**config.mk**
```make
export PLATFORM = sky130hd
export DESIGN_NAME = bitfield_register_unit
export DESIGN_NICKNAME = d
export VERILOG_FILES = /design/src/rtl/core/bfru_pkg.sv /design/src/rtl/core/bfru_lzc.sv /design/src/rtl/core/bitfield_register_unit.sv
export VERILOG_INCLUDE_DIRS = /design/src /design/src/rtl/core
export SDC_FILE = /design/constraint.sdc
export NUM_CORES = 2
export LEC_CHECK = 0
export BUFFER_PORTS_ARGS = -buffer_cell sky130_fd_sc_hd__buf_2
export CAP_MARGIN = 20
export CORE_ASPECT_RATIO = 1.75
export CORE_MARGIN = 1.5
export CORE_UTILIZATION = 30
export CTS_CLUSTER_DIAMETER = 150
export CTS_CLUSTER_SIZE = 28
export DETAILED_ROUTE_END_ITERATION = 8
export PLACE_DENSITY = 0.48
export REMOVE_ABC_BUFFERS = 1
export SYNTH_ARGS = -nofsm -noshare
export SYNTH_HDL_FRONTEND = slang
export SYNTH_HIERARCHICAL = 1
export SYNTH_SLANG_ARGS = --single-unit
```
**constraint.sdc**
```tcl
create_clock -name clock -period 13.4 [get_ports clock]
set_input_delay 0.67 -clock clock [delete_from_list [all_inputs] [get_ports clock]]
set_output_delay 0.67 -clock clock [all_outputs]
set_load 0.02 [all_outputs]
```
**src/rtl/core/assert_macros.svh**
```systemverilog
// ---------------------------------------------------------------------------
// Assertion macros shared by the RTL of the bit-field register unit.
// ---------------------------------------------------------------------------
`ifndef ASSERT_MACROS_SVH
`define ASSERT_MACROS_SVH

`ifndef ASSERT_OFF

// Check a property on every clock edge outside reset.
`define ASSERT_PROP(label, clk, rst, prop, msg) \
   label: assert property (@(posedge clk) disable iff (rst) (prop)) else $error(msg);

// Check a property on every clock edge, reset included.
`define ASSERT_ALWAYS(label, clk, prop, msg) \
   label: assert property (@(posedge clk) (prop)) else $error(msg);

`else

`define ASSERT_PROP(label, clk, rst, prop, msg)
`define ASSERT_ALWAYS(label, clk, prop, msg)

`endif

`endif

```
**src/rtl/core/bfru_pkg.sv**
```systemverilog
// ---------------------------------------------------------------------------
// bfru_pkg
// Operation codes, payload types and rotate helpers for the bit-field unit.
// ---------------------------------------------------------------------------
`timescale 1ns / 1ps

package bfru_pkg;

   // Operation codes
   localparam logic [2:0] OP_TST  = 3'd0;
   localparam logic [2:0] OP_CHG  = 3'd1;
   localparam logic [2:0] OP_CLR  = 3'd2;
   localparam logic [2:0] OP_SET  = 3'd3;
   localparam logic [2:0] OP_INS  = 3'd4;
   localparam logic [2:0] OP_EXTU = 3'd5;
   localparam logic [2:0] OP_EXTS = 3'd6;
   localparam logic [2:0] OP_FFO  = 3'd7;

   localparam int unsigned WORD_W = 32;

   typedef struct packed {
      logic [2:0]         req_type;
      logic signed [31:0] field_offset;
      logic [4:0]         field_width;
      logic [31:0]        target_value;
      logic [31:0]        source_value;
   } req_payload_type;

   typedef struct packed {
      logic [31:0] target_out;
      logic        target_write;
      logic [31:0] dest_out;
      logic        dest_write;
      logic        flag_n;
      logic        flag_z;
   } rsp_payload_type;

   // Rotate right by 0..31
   function automatic logic [31:0] rot_right(input logic [31:0] x, input logic [4:0] s);
      logic [5:0] back;
      back = 6'd32 - {1'b0, s};
      return (x >> s) | (x << back);
   endfunction

   // Rotate left by 0..31
   function automatic logic [31:0] rot_left(input logic [31:0] x, input logic [4:0] s);
      logic [5:0] back;
      back = 6'd32 - {1'b0, s};
      return (x << s) | (x >> back);
   endfunction

   // Ones in the low w bits, w in 1..32
   function automatic logic [31:0] low_ones(input logic [5:0] w);
      logic [31:0] r;
      if (w[5]) begin
         r = '1;
      end else begin
         r = (32'd1 << w[4:0]) - 32'd1;
      end
      return r;
   endfunction

endpackage

```
**src/rtl/core/bfru_lzc.sv**
```systemverilog
// ---------------------------------------------------------------------------
// bfru_lzc
// Leading zero count of a 32-bit word, 32 when the word is all zero.
// ---------------------------------------------------------------------------
`timescale 1ns / 1ps

module bfru_lzc (
   input  logic [31:0] bits,
   output logic [5:0]  count
);
   import bfru_pkg::*;

   logic [3:0]      byte_zero;
   logic [3:0][2:0] byte_lz;

   // Count within each byte
   always_comb begin
      for (int b = 0; b < 4; b++) begin
         byte_zero[b] = (bits[b*8 +: 8] == 8'd0);
         byte_lz[b]   = 3'd0;
         for (int i = 0; i < 8; i++) begin
            if (bits[b*8 + i]) begin
               byte_lz[b] = 3'(7 - i);
            end
         end
      end
   end

   // Pick the first byte that holds a one
   always_comb begin
      if (!byte_zero[3]) begin
         count = {3'd0, byte_lz[3]};
      end else if (!byte_zero[2]) begin
         count = {3'd1, byte_lz[2]};
      end else if (!byte_zero[1]) begin
         count = {3'd2, byte_lz[1]};
      end else if (!byte_zero[0]) begin
         count = {3'd3, byte_lz[0]};
      end else begin
         count = 6'(WORD_W);
      end
   end

endmodule

```
**src/rtl/core/bitfield_register_unit.sv**
```systemverilog
// ---------------------------------------------------------------------------
// bitfield_register_unit
// 68020-style bit-field operations on a 32-bit data register, pipelined.
// ---------------------------------------------------------------------------
//  channel | ports                        | direction | payload
//  --------+------------------------------+-----------+------------------
//  request | req_valid req_ready req_data | in        | req_payload_type
//  result  | rsp_valid rsp_ready rsp_data | out       | rsp_payload_type
//
//  Five register stages: input capture, mask and rotate, field operation,
//  leading zero count, offset add into the output register. One transfer is
//  taken per cycle when the result side keeps up. Each stage takes a new
//  item when it is empty or its successor moves on, so a stall holds every
//  item in place and bubbles close up. Synchronous active-high reset clears
//  the stage valid bits only.
// ---------------------------------------------------------------------------
`timescale 1ns / 1ps
`include "assert_macros.svh"

module bitfield_register_unit (
   input  logic                      clock,
   input  logic                      reset,
   input  logic                      req_valid,
   output logic                      req_ready,
   input  bfru_pkg::req_payload_type req_data,
   output logic                      rsp_valid,
   input  logic                      rsp_ready,
   output bfru_pkg::rsp_payload_type rsp_data
);
   import bfru_pkg::*;

   typedef struct packed {
      logic [2:0]  op;
      logic [31:0] full_off;
      logic [4:0]  width;
      logic [31:0] tgt;
      logic [31:0] src;
      logic [31:0] mask;
      logic [31:0] low_mask;
      logic [31:0] sign_bit;
      logic [31:0] rsrc;
      logic [31:0] just;
      logic [31:0] hi_mask;
   } s2_type;

   typedef struct packed {
      logic        is_ffo;
      logic [31:0] full_off;
      logic [5:0]  width6;
      logic [31:0] ffo_bits;
      rsp_payload_type rsp;
   } s3_type;

   typedef struct packed {
      logic        is_ffo;
      logic [31:0] full_off;
      logic [5:0]  lead;
      rsp_payload_type rsp;
   } s4_type;

   logic s1_valid_ff, s2_valid_ff, s3_valid_ff, s4_valid_ff, s5_valid_ff;
   logic adv1, adv2, adv3, adv4, adv5;

   req_payload_type s1_ff;
   s2_type          s2_in, s2_ff;
   s3_type          s3_in, s3_ff;
   s4_type          s4_in, s4_ff;
   rsp_payload_type s5_in, s5_ff;
   logic [5:0]      lzc_count;

   // Stage advance: take a new item when empty or when the next stage moves
   assign adv5 = !s5_valid_ff || rsp_ready;
   assign adv4 = !s4_valid_ff || adv5;
   assign adv3 = !s3_valid_ff || adv4;
   assign adv2 = !s2_valid_ff || adv3;
   assign adv1 = !s1_valid_ff || adv2;

   assign req_ready = adv1;
   assign rsp_valid = s5_valid_ff;
   assign rsp_data  = s5_ff;

   // Valid bits
   always_ff @(posedge clock) begin
      if (reset) begin
         s1_valid_ff <= 1'b0;
         s2_valid_ff <= 1'b0;
         s3_valid_ff <= 1'b0;
         s4_valid_ff <= 1'b0;
         s5_valid_ff <= 1'b0;
      end else begin
         if (adv1) begin
            s1_valid_ff <= req_valid;
         end
         if (adv2) begin
            s2_valid_ff <= s1_valid_ff;
         end
         if (adv3) begin
            s3_valid_ff <= s2_valid_ff;
         end
         if (adv4) begin
            s4_valid_ff <= s3_valid_ff;
         end
         if (adv5) begin
            s5_valid_ff <= s4_valid_ff;
         end
      end
   end

   // Payload registers, held while stalled
   always_ff @(posedge clock) begin
      if (adv1) begin
         s1_ff <= req_data;
      end
      if (adv2) begin
         s2_ff <= s2_in;
      end
      if (adv3) begin
         s3_ff <= s3_in;
      end
      if (adv4) begin
         s4_ff <= s4_in;
      end
      if (adv5) begin
         s5_ff <= s5_in;
      end
   end

   // Stage 2: build the masks and rotate the operands
   always_comb begin
      logic [4:0] off;
      logic [4:0] extent;
      logic [5:0] width6;
      off    = s1_ff.field_offset[4:0];
      extent = off + s1_ff.field_width;
      width6 = {(s1_ff.field_width == 5'd0), s1_ff.field_width};

      s2_in.op        = s1_ff.req_type;
      s2_in.full_off  = s1_ff.field_offset;
      s2_in.width     = s1_ff.field_width;
      s2_in.tgt       = s1_ff.target_value;
      s2_in.src       = s1_ff.source_value;
      s2_in.low_mask  = low_ones(width6);
      s2_in.sign_bit  = 32'd1 << (s1_ff.field_width - 5'd1);
      s2_in.mask      = rot_right(low_ones(width6), extent);
      s2_in.rsrc      = rot_right(s1_ff.source_value, extent);
      s2_in.just      = rot_left(s1_ff.target_value, off);
      s2_in.hi_mask   = rot_right(low_ones(width6), s1_ff.field_width);
   end

   // Stage 3: apply the operation to the field
   always_comb begin
      logic [31:0] field;
      field = rot_left(s2_ff.just, s2_ff.width) & s2_ff.low_mask;

      s3_in.is_ffo   = (s2_ff.op == OP_FFO);
      s3_in.full_off = s2_ff.full_off;
      s3_in.width6   = {(s2_ff.width == 5'd0), s2_ff.width};
      s3_in.ffo_bits = s2_ff.just & s2_ff.hi_mask;

      s3_in.rsp.target_out   = s2_ff.tgt;
      s3_in.rsp.target_write = 1'b0;
      s3_in.rsp.dest_out     = '0;
      s3_in.rsp.dest_write   = 1'b0;
      s3_in.rsp.flag_n       = s2_ff.just[31];
      s3_in.rsp.flag_z       = ((s2_ff.tgt & s2_ff.mask) == 32'd0);

      case (s2_ff.op)
         OP_CHG: begin
            s3_in.rsp.target_out   = s2_ff.tgt ^ s2_ff.mask;
            s3_in.rsp.target_write = 1'b1;
         end
         OP_CLR: begin
            s3_in.rsp.target_out   = s2_ff.tgt & ~s2_ff.mask;
            s3_in.rsp.target_write = 1'b1;
         end
         OP_SET: begin
            s3_in.rsp.target_out   = s2_ff.tgt | s2_ff.mask;
            s3_in.rsp.target_write = 1'b1;
         end
         OP_INS: begin
            s3_in.rsp.target_out   = (s2_ff.tgt & ~s2_ff.mask) | (s2_ff.rsrc & s2_ff.mask);
            s3_in.rsp.target_write = 1'b1;
            s3_in.rsp.flag_n       = |(s2_ff.src & s2_ff.sign_bit);
            s3_in.rsp.flag_z       = ((s2_ff.src & s2_ff.low_mask) == 32'd0);
         end
         OP_EXTU: begin
            s3_in.rsp.dest_out   = field;
            s3_in.rsp.dest_write = 1'b1;
         end
         OP_EXTS: begin
            s3_in.rsp.dest_out   = (|(field & s2_ff.sign_bit)) ? (field | ~s2_ff.low_mask)
                                                               : field;
            s3_in.rsp.dest_write = 1'b1;
         end
         OP_FFO: begin
            s3_in.rsp.dest_write = 1'b1;
         end
         default: begin
         end
      endcase
   end

   // Stage 4: count leading zeros of the left-justified field
   bfru_lzc u_lzc (
      .bits  (s3_ff.ffo_bits),
      .count (lzc_count)
   );

   always_comb begin
      s4_in.is_ffo   = s3_ff.is_ffo;
      s4_in.full_off = s3_ff.full_off;
      s4_in.rsp      = s3_ff.rsp;
      s4_in.lead     = (s3_ff.ffo_bits == 32'd0) ? s3_ff.width6 : lzc_count;
   end

   // Stage 5: add the full offset for find-first-one
   always_comb begin
      s5_in = s4_ff.rsp;
      if (s4_ff.is_ffo) begin
         s5_in.dest_out = s4_ff.full_off + {26'd0, s4_ff.lead};
      end
   end

   `ASSERT_ALWAYS(a_reset_clears, clock, reset |=> !rsp_valid, "result valid after reset")
   `ASSERT_PROP(a_accept_enters, clock, reset, req_valid && req_ready |=> s1_valid_ff,
                "accepted transfer lost at entry")
   `ASSERT_PROP(a_stall_holds, clock, reset, s4_valid_ff && !adv5 |=> s4_valid_ff && s5_valid_ff,
                "stalled item dropped")
   `ASSERT_PROP(a_one_write, clock, reset,
                rsp_valid |-> !(rsp_data.target_write && rsp_data.dest_write),
                "both write enables set")
   `ASSERT_PROP(a_dest_zero, clock, reset,
                rsp_valid && !rsp_data.dest_write |-> rsp_data.dest_out == 32'd0,
                "destination value without write")

endmodule
```
## Yosys cells after proc, flatten, opt, wreduce, memory -nomap -nowiden

Cells that the tools add are included.

| word-level totals | value |
|---|---|
| logic and storage cells | 158 |
| register bits | 719 |
| bits of input ports | 108 |

| operators by class | value |
|---|---|
| $add $sub $neg | 8 |
| eq/ne operators | 7 |
| multiplexer cells | 44 |
| shifts and indexed selects | 12 |
| bitwise gates (word level) | 19 |
| reductions and logical operators | 22 |

Operator list:

| operator | number |
|---|---|
| 32-bit bitwise AND | 8 |
| 32-bit OR | 8 |
| 33-bit one-hot mux with 4 select lines | 1 |
| 32-bit logical NOT | 3 |
| 3-bit 2-to-1 mux | 32 |
| 32-bit 2-to-1 mux | 3 |
| 32-bit by 6-bit left shift with 32-bit output | 3 |
| 32-bit by 5-bit >> shifter with 32-bit output | 3 |
| 32-bit NOT | 2 |
| 32-bit one-hot mux with 2 select lines | 1 |
| 32-bit OR reduction | 2 |
| 1-bit by 5-bit left shift with 32-bit output (first input constant) | 2 |
| 32-bit by 5-bit left shift with 32-bit output | 2 |
| 32-bit by 6-bit >> shifter with 32-bit output | 2 |
| 32-bit by 6-bit adder with 32-bit output | 1 |
| 8-bit logical NOT | 4 |
| 32-bit by 1-bit subtractor with 32-bit output (second input constant) | 1 |
| 32-bit XOR | 1 |
| 6-bit 2-to-1 mux | 5 |
| 6-bit by 5-bit subtractor with 6-bit output (first input constant) | 4 |
| 3-bit equality test (second input constant) | 4 |
| 5-bit logical NOT | 2 |
| 3-bit by 2-bit equality test with 1-bit output (second input constant) | 2 |
| 5-bit adder | 1 |
| other kinds (7) | 15 |

## Longest topological paths before layout

| depth | value |
|---|---|
| depth in word-level cells | 13 |
| depth in mapped cells | 23 |
| gate-level depth less buffers | 15 |

## Cells and area by module

The synthesis kept the hierarchy.

Modules (own cells, without submodules):

| module | instances | area each (um2) | cells each |
|---|---|---|---|
| bitfield_register_unit | 1 | 46281.9 | 4469 |
| bfru_lzc | 1 | 419.2 | 65 |

## Worst setup path before layout

No wires, ideal clock.

| timing path | value |
|---|---|
| path type | input to register |
| start point | input rsp_ready |
| end point | register s2_ff[0] (netlist bit) (enable) |
| stages on the path | 3 |
| library setup time | 2246 ps |
| slack | 5197 ps |
| data arrival time | 5958 ps |
| required time | 11154 ps |
| cell sequence | nor2b_1 -> and3_1 -> nand2_1 |

| between the ends | value |
|---|---|
| word-level cells in the longest chain between the ends | 4 |

RTL lines:

| what | RTL line | source |
|---|---|---|
| start: declaration | bitfield_register_unit.sv:27 | `input logic rsp_ready,` |
| 1-bit logical OR | bitfield_register_unit.sv:72 | `assign adv5 = !s5_valid_ff \|\| rsp_ready;` |
| 1-bit logical OR | bitfield_register_unit.sv:73 | `assign adv4 = !s4_valid_ff \|\| adv5;` |
| 1-bit logical OR | bitfield_register_unit.sv:74 | `assign adv3 = !s3_valid_ff \|\| adv4;` |
| 1-bit logical OR | bitfield_register_unit.sv:75 | `assign adv2 = !s2_valid_ff \|\| adv3;` |
| via adv2 | bitfield_register_unit.sv:62 | `logic adv1, adv2, adv3, adv4, adv5;` |
| end signal: assignment | bitfield_register_unit.sv:115 | `s2_ff <= s2_in;` |
| end: declaration | bitfield_register_unit.sv:65 | `s2_type s2_in, s2_ff;` |

The timed path passes the listed nets, and every way through them passes these cells.
A chain may end at the register's enable or synchronous reset.

==> results.yml <==
global_routing:
  grt_pass1_wl_um: 314000
  grt_max_degree: 146
  grt_usage_pct: 27.9
  grt_antenna_before_repair: 18
  grt_pass1_vias: 39800
  grt_overflow_total: 0
die:
  die_w_um: 301
  start_util_pct: 30.2
  rows: 191
  die_h_um: 525
  core_um2: 155000
  ioPinCount: 178
  dieArea_um2: 158000
sta:
  setup_violations: 0
  rsz0062_at_grt: "false"
  slew_headroom_pct: 17.4
  finalClockSkew_ns: 0.0386
  min_period_ns: 6.64
  timing_worst_slew_pin_value_ns: 1.24
  fmax_ghz: 0.151
  drv_slew: 0
  period_share_pct: 49.6
  setup_tns_ns: 0
  hold_viol: 0
synth:
  ys_ff_latch: 719
  async_flop_share_pct: 0
  syn_inst: 4534
  ys_warn_count: 6
  synth-seq-area-share_pct: 46.1
  synth_enable_flop_cells: 714
  synthFlopType: "edfxtp_1"
  avgSynthCellArea_um2: 10.3
  synth_cell_types: 101
  syn_area_um2: 46700
clock_tree:
  cts_hold_buf: 0
  htree_levels: 1
  clk_latency_ns: 0.72
  cts.path.max_buffers: 3
  cts-buffers-inserted: 30
  clock_sinks: 719
  cts-root-buf: "clkbuf_16"
  cts_setup_buffers: 0
  cts_tree: "yes"
  cts.repair.resized: 0
  clk_pin_slew_ns: 0.14
flow_run:
  cap_viol_max_count: 0
final_layout:
  final_nets: 4783
  final_util_pct: 33.0
  area_delta_synth_final_pct: 9.23
  drive_gt1_share_pct: 14.2
  fin_cells: 6587
placement:
  place.gp.congestion: 1.06
  port_buffers: 177
  dp_cells: 6542
  hpwl_um: 169000
worst_setup_path:
  crit_path_start_kind: "register"
  cp.required_ns: 13.85
  critPathKind: "register to register"
  crit_path_end_kind: "register"
  worstPathArrival_ns: 7.09
  r2r_setup_slack_ns: 6.76
  cp_max_fo: 37
routing:
  wl_per_cell_um: 34.5
  via_per_inst: 6.22
  drc: 0
  dr.pass1.iters: 6
  first_iter_violations: 4747
  wl_um: 227000
  antenna_left: 0
  vias: 41000
pwr:
  p_leak_nw: 18.7
  vdd_drop_max_v: 0.000123
  power.density_nw_per_um2: 138
  p_total_mw: 7.06
run_status:
  status: "finished clean"
worst_hold_path:
  hold_path_class: "input port to register"
power breakdown:
part	leakage [nW]	internal, mW	switching (mW)
clock network	0.400	0.421	0.740
logic	10.5	0.867	1.78
registers	7.85	2.89	0.359
final timing paths:
kind	startpoint	endpoint	depth (start not counted)
max	s1_ff[64]	s2_ff[187]	15
max reg2reg	s1_ff[64]	s2_ff[187]	15
min reg2reg	s3_ff[42]	s4_ff[42]	0
min	req_data[90]	s1_ff[90]	1
registers in the layout, summed over array words and instances (netlist names), 68 cells and up:
signal    flops
s2_ff       296
s3_ff       139
s4_ff       107
s1_ff       104
rsp_data     68
placed cells by master, fill, tap and decap left out, types with 111 or more instances in the layout:
cell	count
mux2i_1	190
a21oi_1	236
buf_4	155
nor2_1	442
o21ai_0	282
inv_1	111
buf_2	180
edfxtp_1	714
nand3_1	118
nand2_1	411
ha_1	117
mux4_2	116
worst max-delay path, cell delays in order (launching register included):
cell and delay (ns):
edfxtp_1 0.52, clkinv_1 0.08, buf_4 0.41, ha_1 0.55, ha_1 0.91, nand2_1 0.12, ha_1 0.36, o21a_1 0.17
a31o_2 0.25, and4_1 0.39, o22ai_1 0.90, nor2_1 0.45, o22ai_1 0.74, nor3_1 0.10, o31ai_1 0.27, o31ai_1 0.12
area by class of cell:
type	count	area [µm²]
well taps	2026	2530
repair buffers	338	2110
inverters	126	479
clock buffers	31	776
clock inverters	3	48.8
fillers	15700	104000
diodes	6	15.0
multi-input cells	3338	23500
flip-flops and latches	719	21500
layer usage:
metal	wire length (µm)	part of all wire, %	up-vias	track usage [%]
li1	-	-	17600	-
met2	114000	50	2246	49.4
met5	65	0.029	-	0
met1	80100	35	20400	31.0
met4	18800	8.3	4	18.8
met3	14000	6.2	689	3.42
per-stage QoR:
stage | instance area, µm² | hold WS, ns | setup WS (ns)
floorplan | 45300 | 0.400 | 2.14
global placement | 50100 | 0.402 | 7.07
detailed placement | 50100 | 0.405 | 7.02
CTS | 51000 | 0.0618 | 7.00
global route | 51000 | 0.0826 | 6.66
finish | 51000 | 0.110 | 6.76
synthesized netlist by cell type, types with 40 or more instances:
cell | number | area, µm²
o22ai_1 | 59 | 369
clkbuf_1 | 269 | 1010
nor3_1 | 107 | 536
o221ai_1 | 48 | 420
a21oi_1 | 237 | 1190
xnor2_1 | 43 | 377
nor2b_1 | 42 | 263
nor4_1 | 40 | 250
a32oi_1 | 51 | 447
nand3_1 | 119 | 596
inv_1 | 113 | 424
and2_1 | 74 | 463
a22oi_1 | 51 | 383
o21ai_0 | 282 | 1410
o211ai_1 | 87 | 653
mux4_2 | 116 | 2610
nor2_1 | 445 | 1670
mux2_2 | 63 | 709
o2111ai_1 | 44 | 385
edfxtp_1 | 714 | 21400
buf_1 | 43 | 161
nand2b_1 | 41 | 257
a31oi_1 | 61 | 382
ha_1 | 120 | 1500
a211oi_1 | 76 | 571
mux2i_1 | 190 | 1900
nand2_1 | 413 | 1550
kinds of logic after synthesis:
group	count (synthesis)	share of synthesized area (%)
simple gates	1457	14.7
xor+xnor	62	1.19
flops	719	46.1
compound gates	1328	19.5
buf+inv	477	4.01
fa+ha+maj	122	3.30
mux	369	11.2
Note: power is estimated with default switching activity, not from simulation.
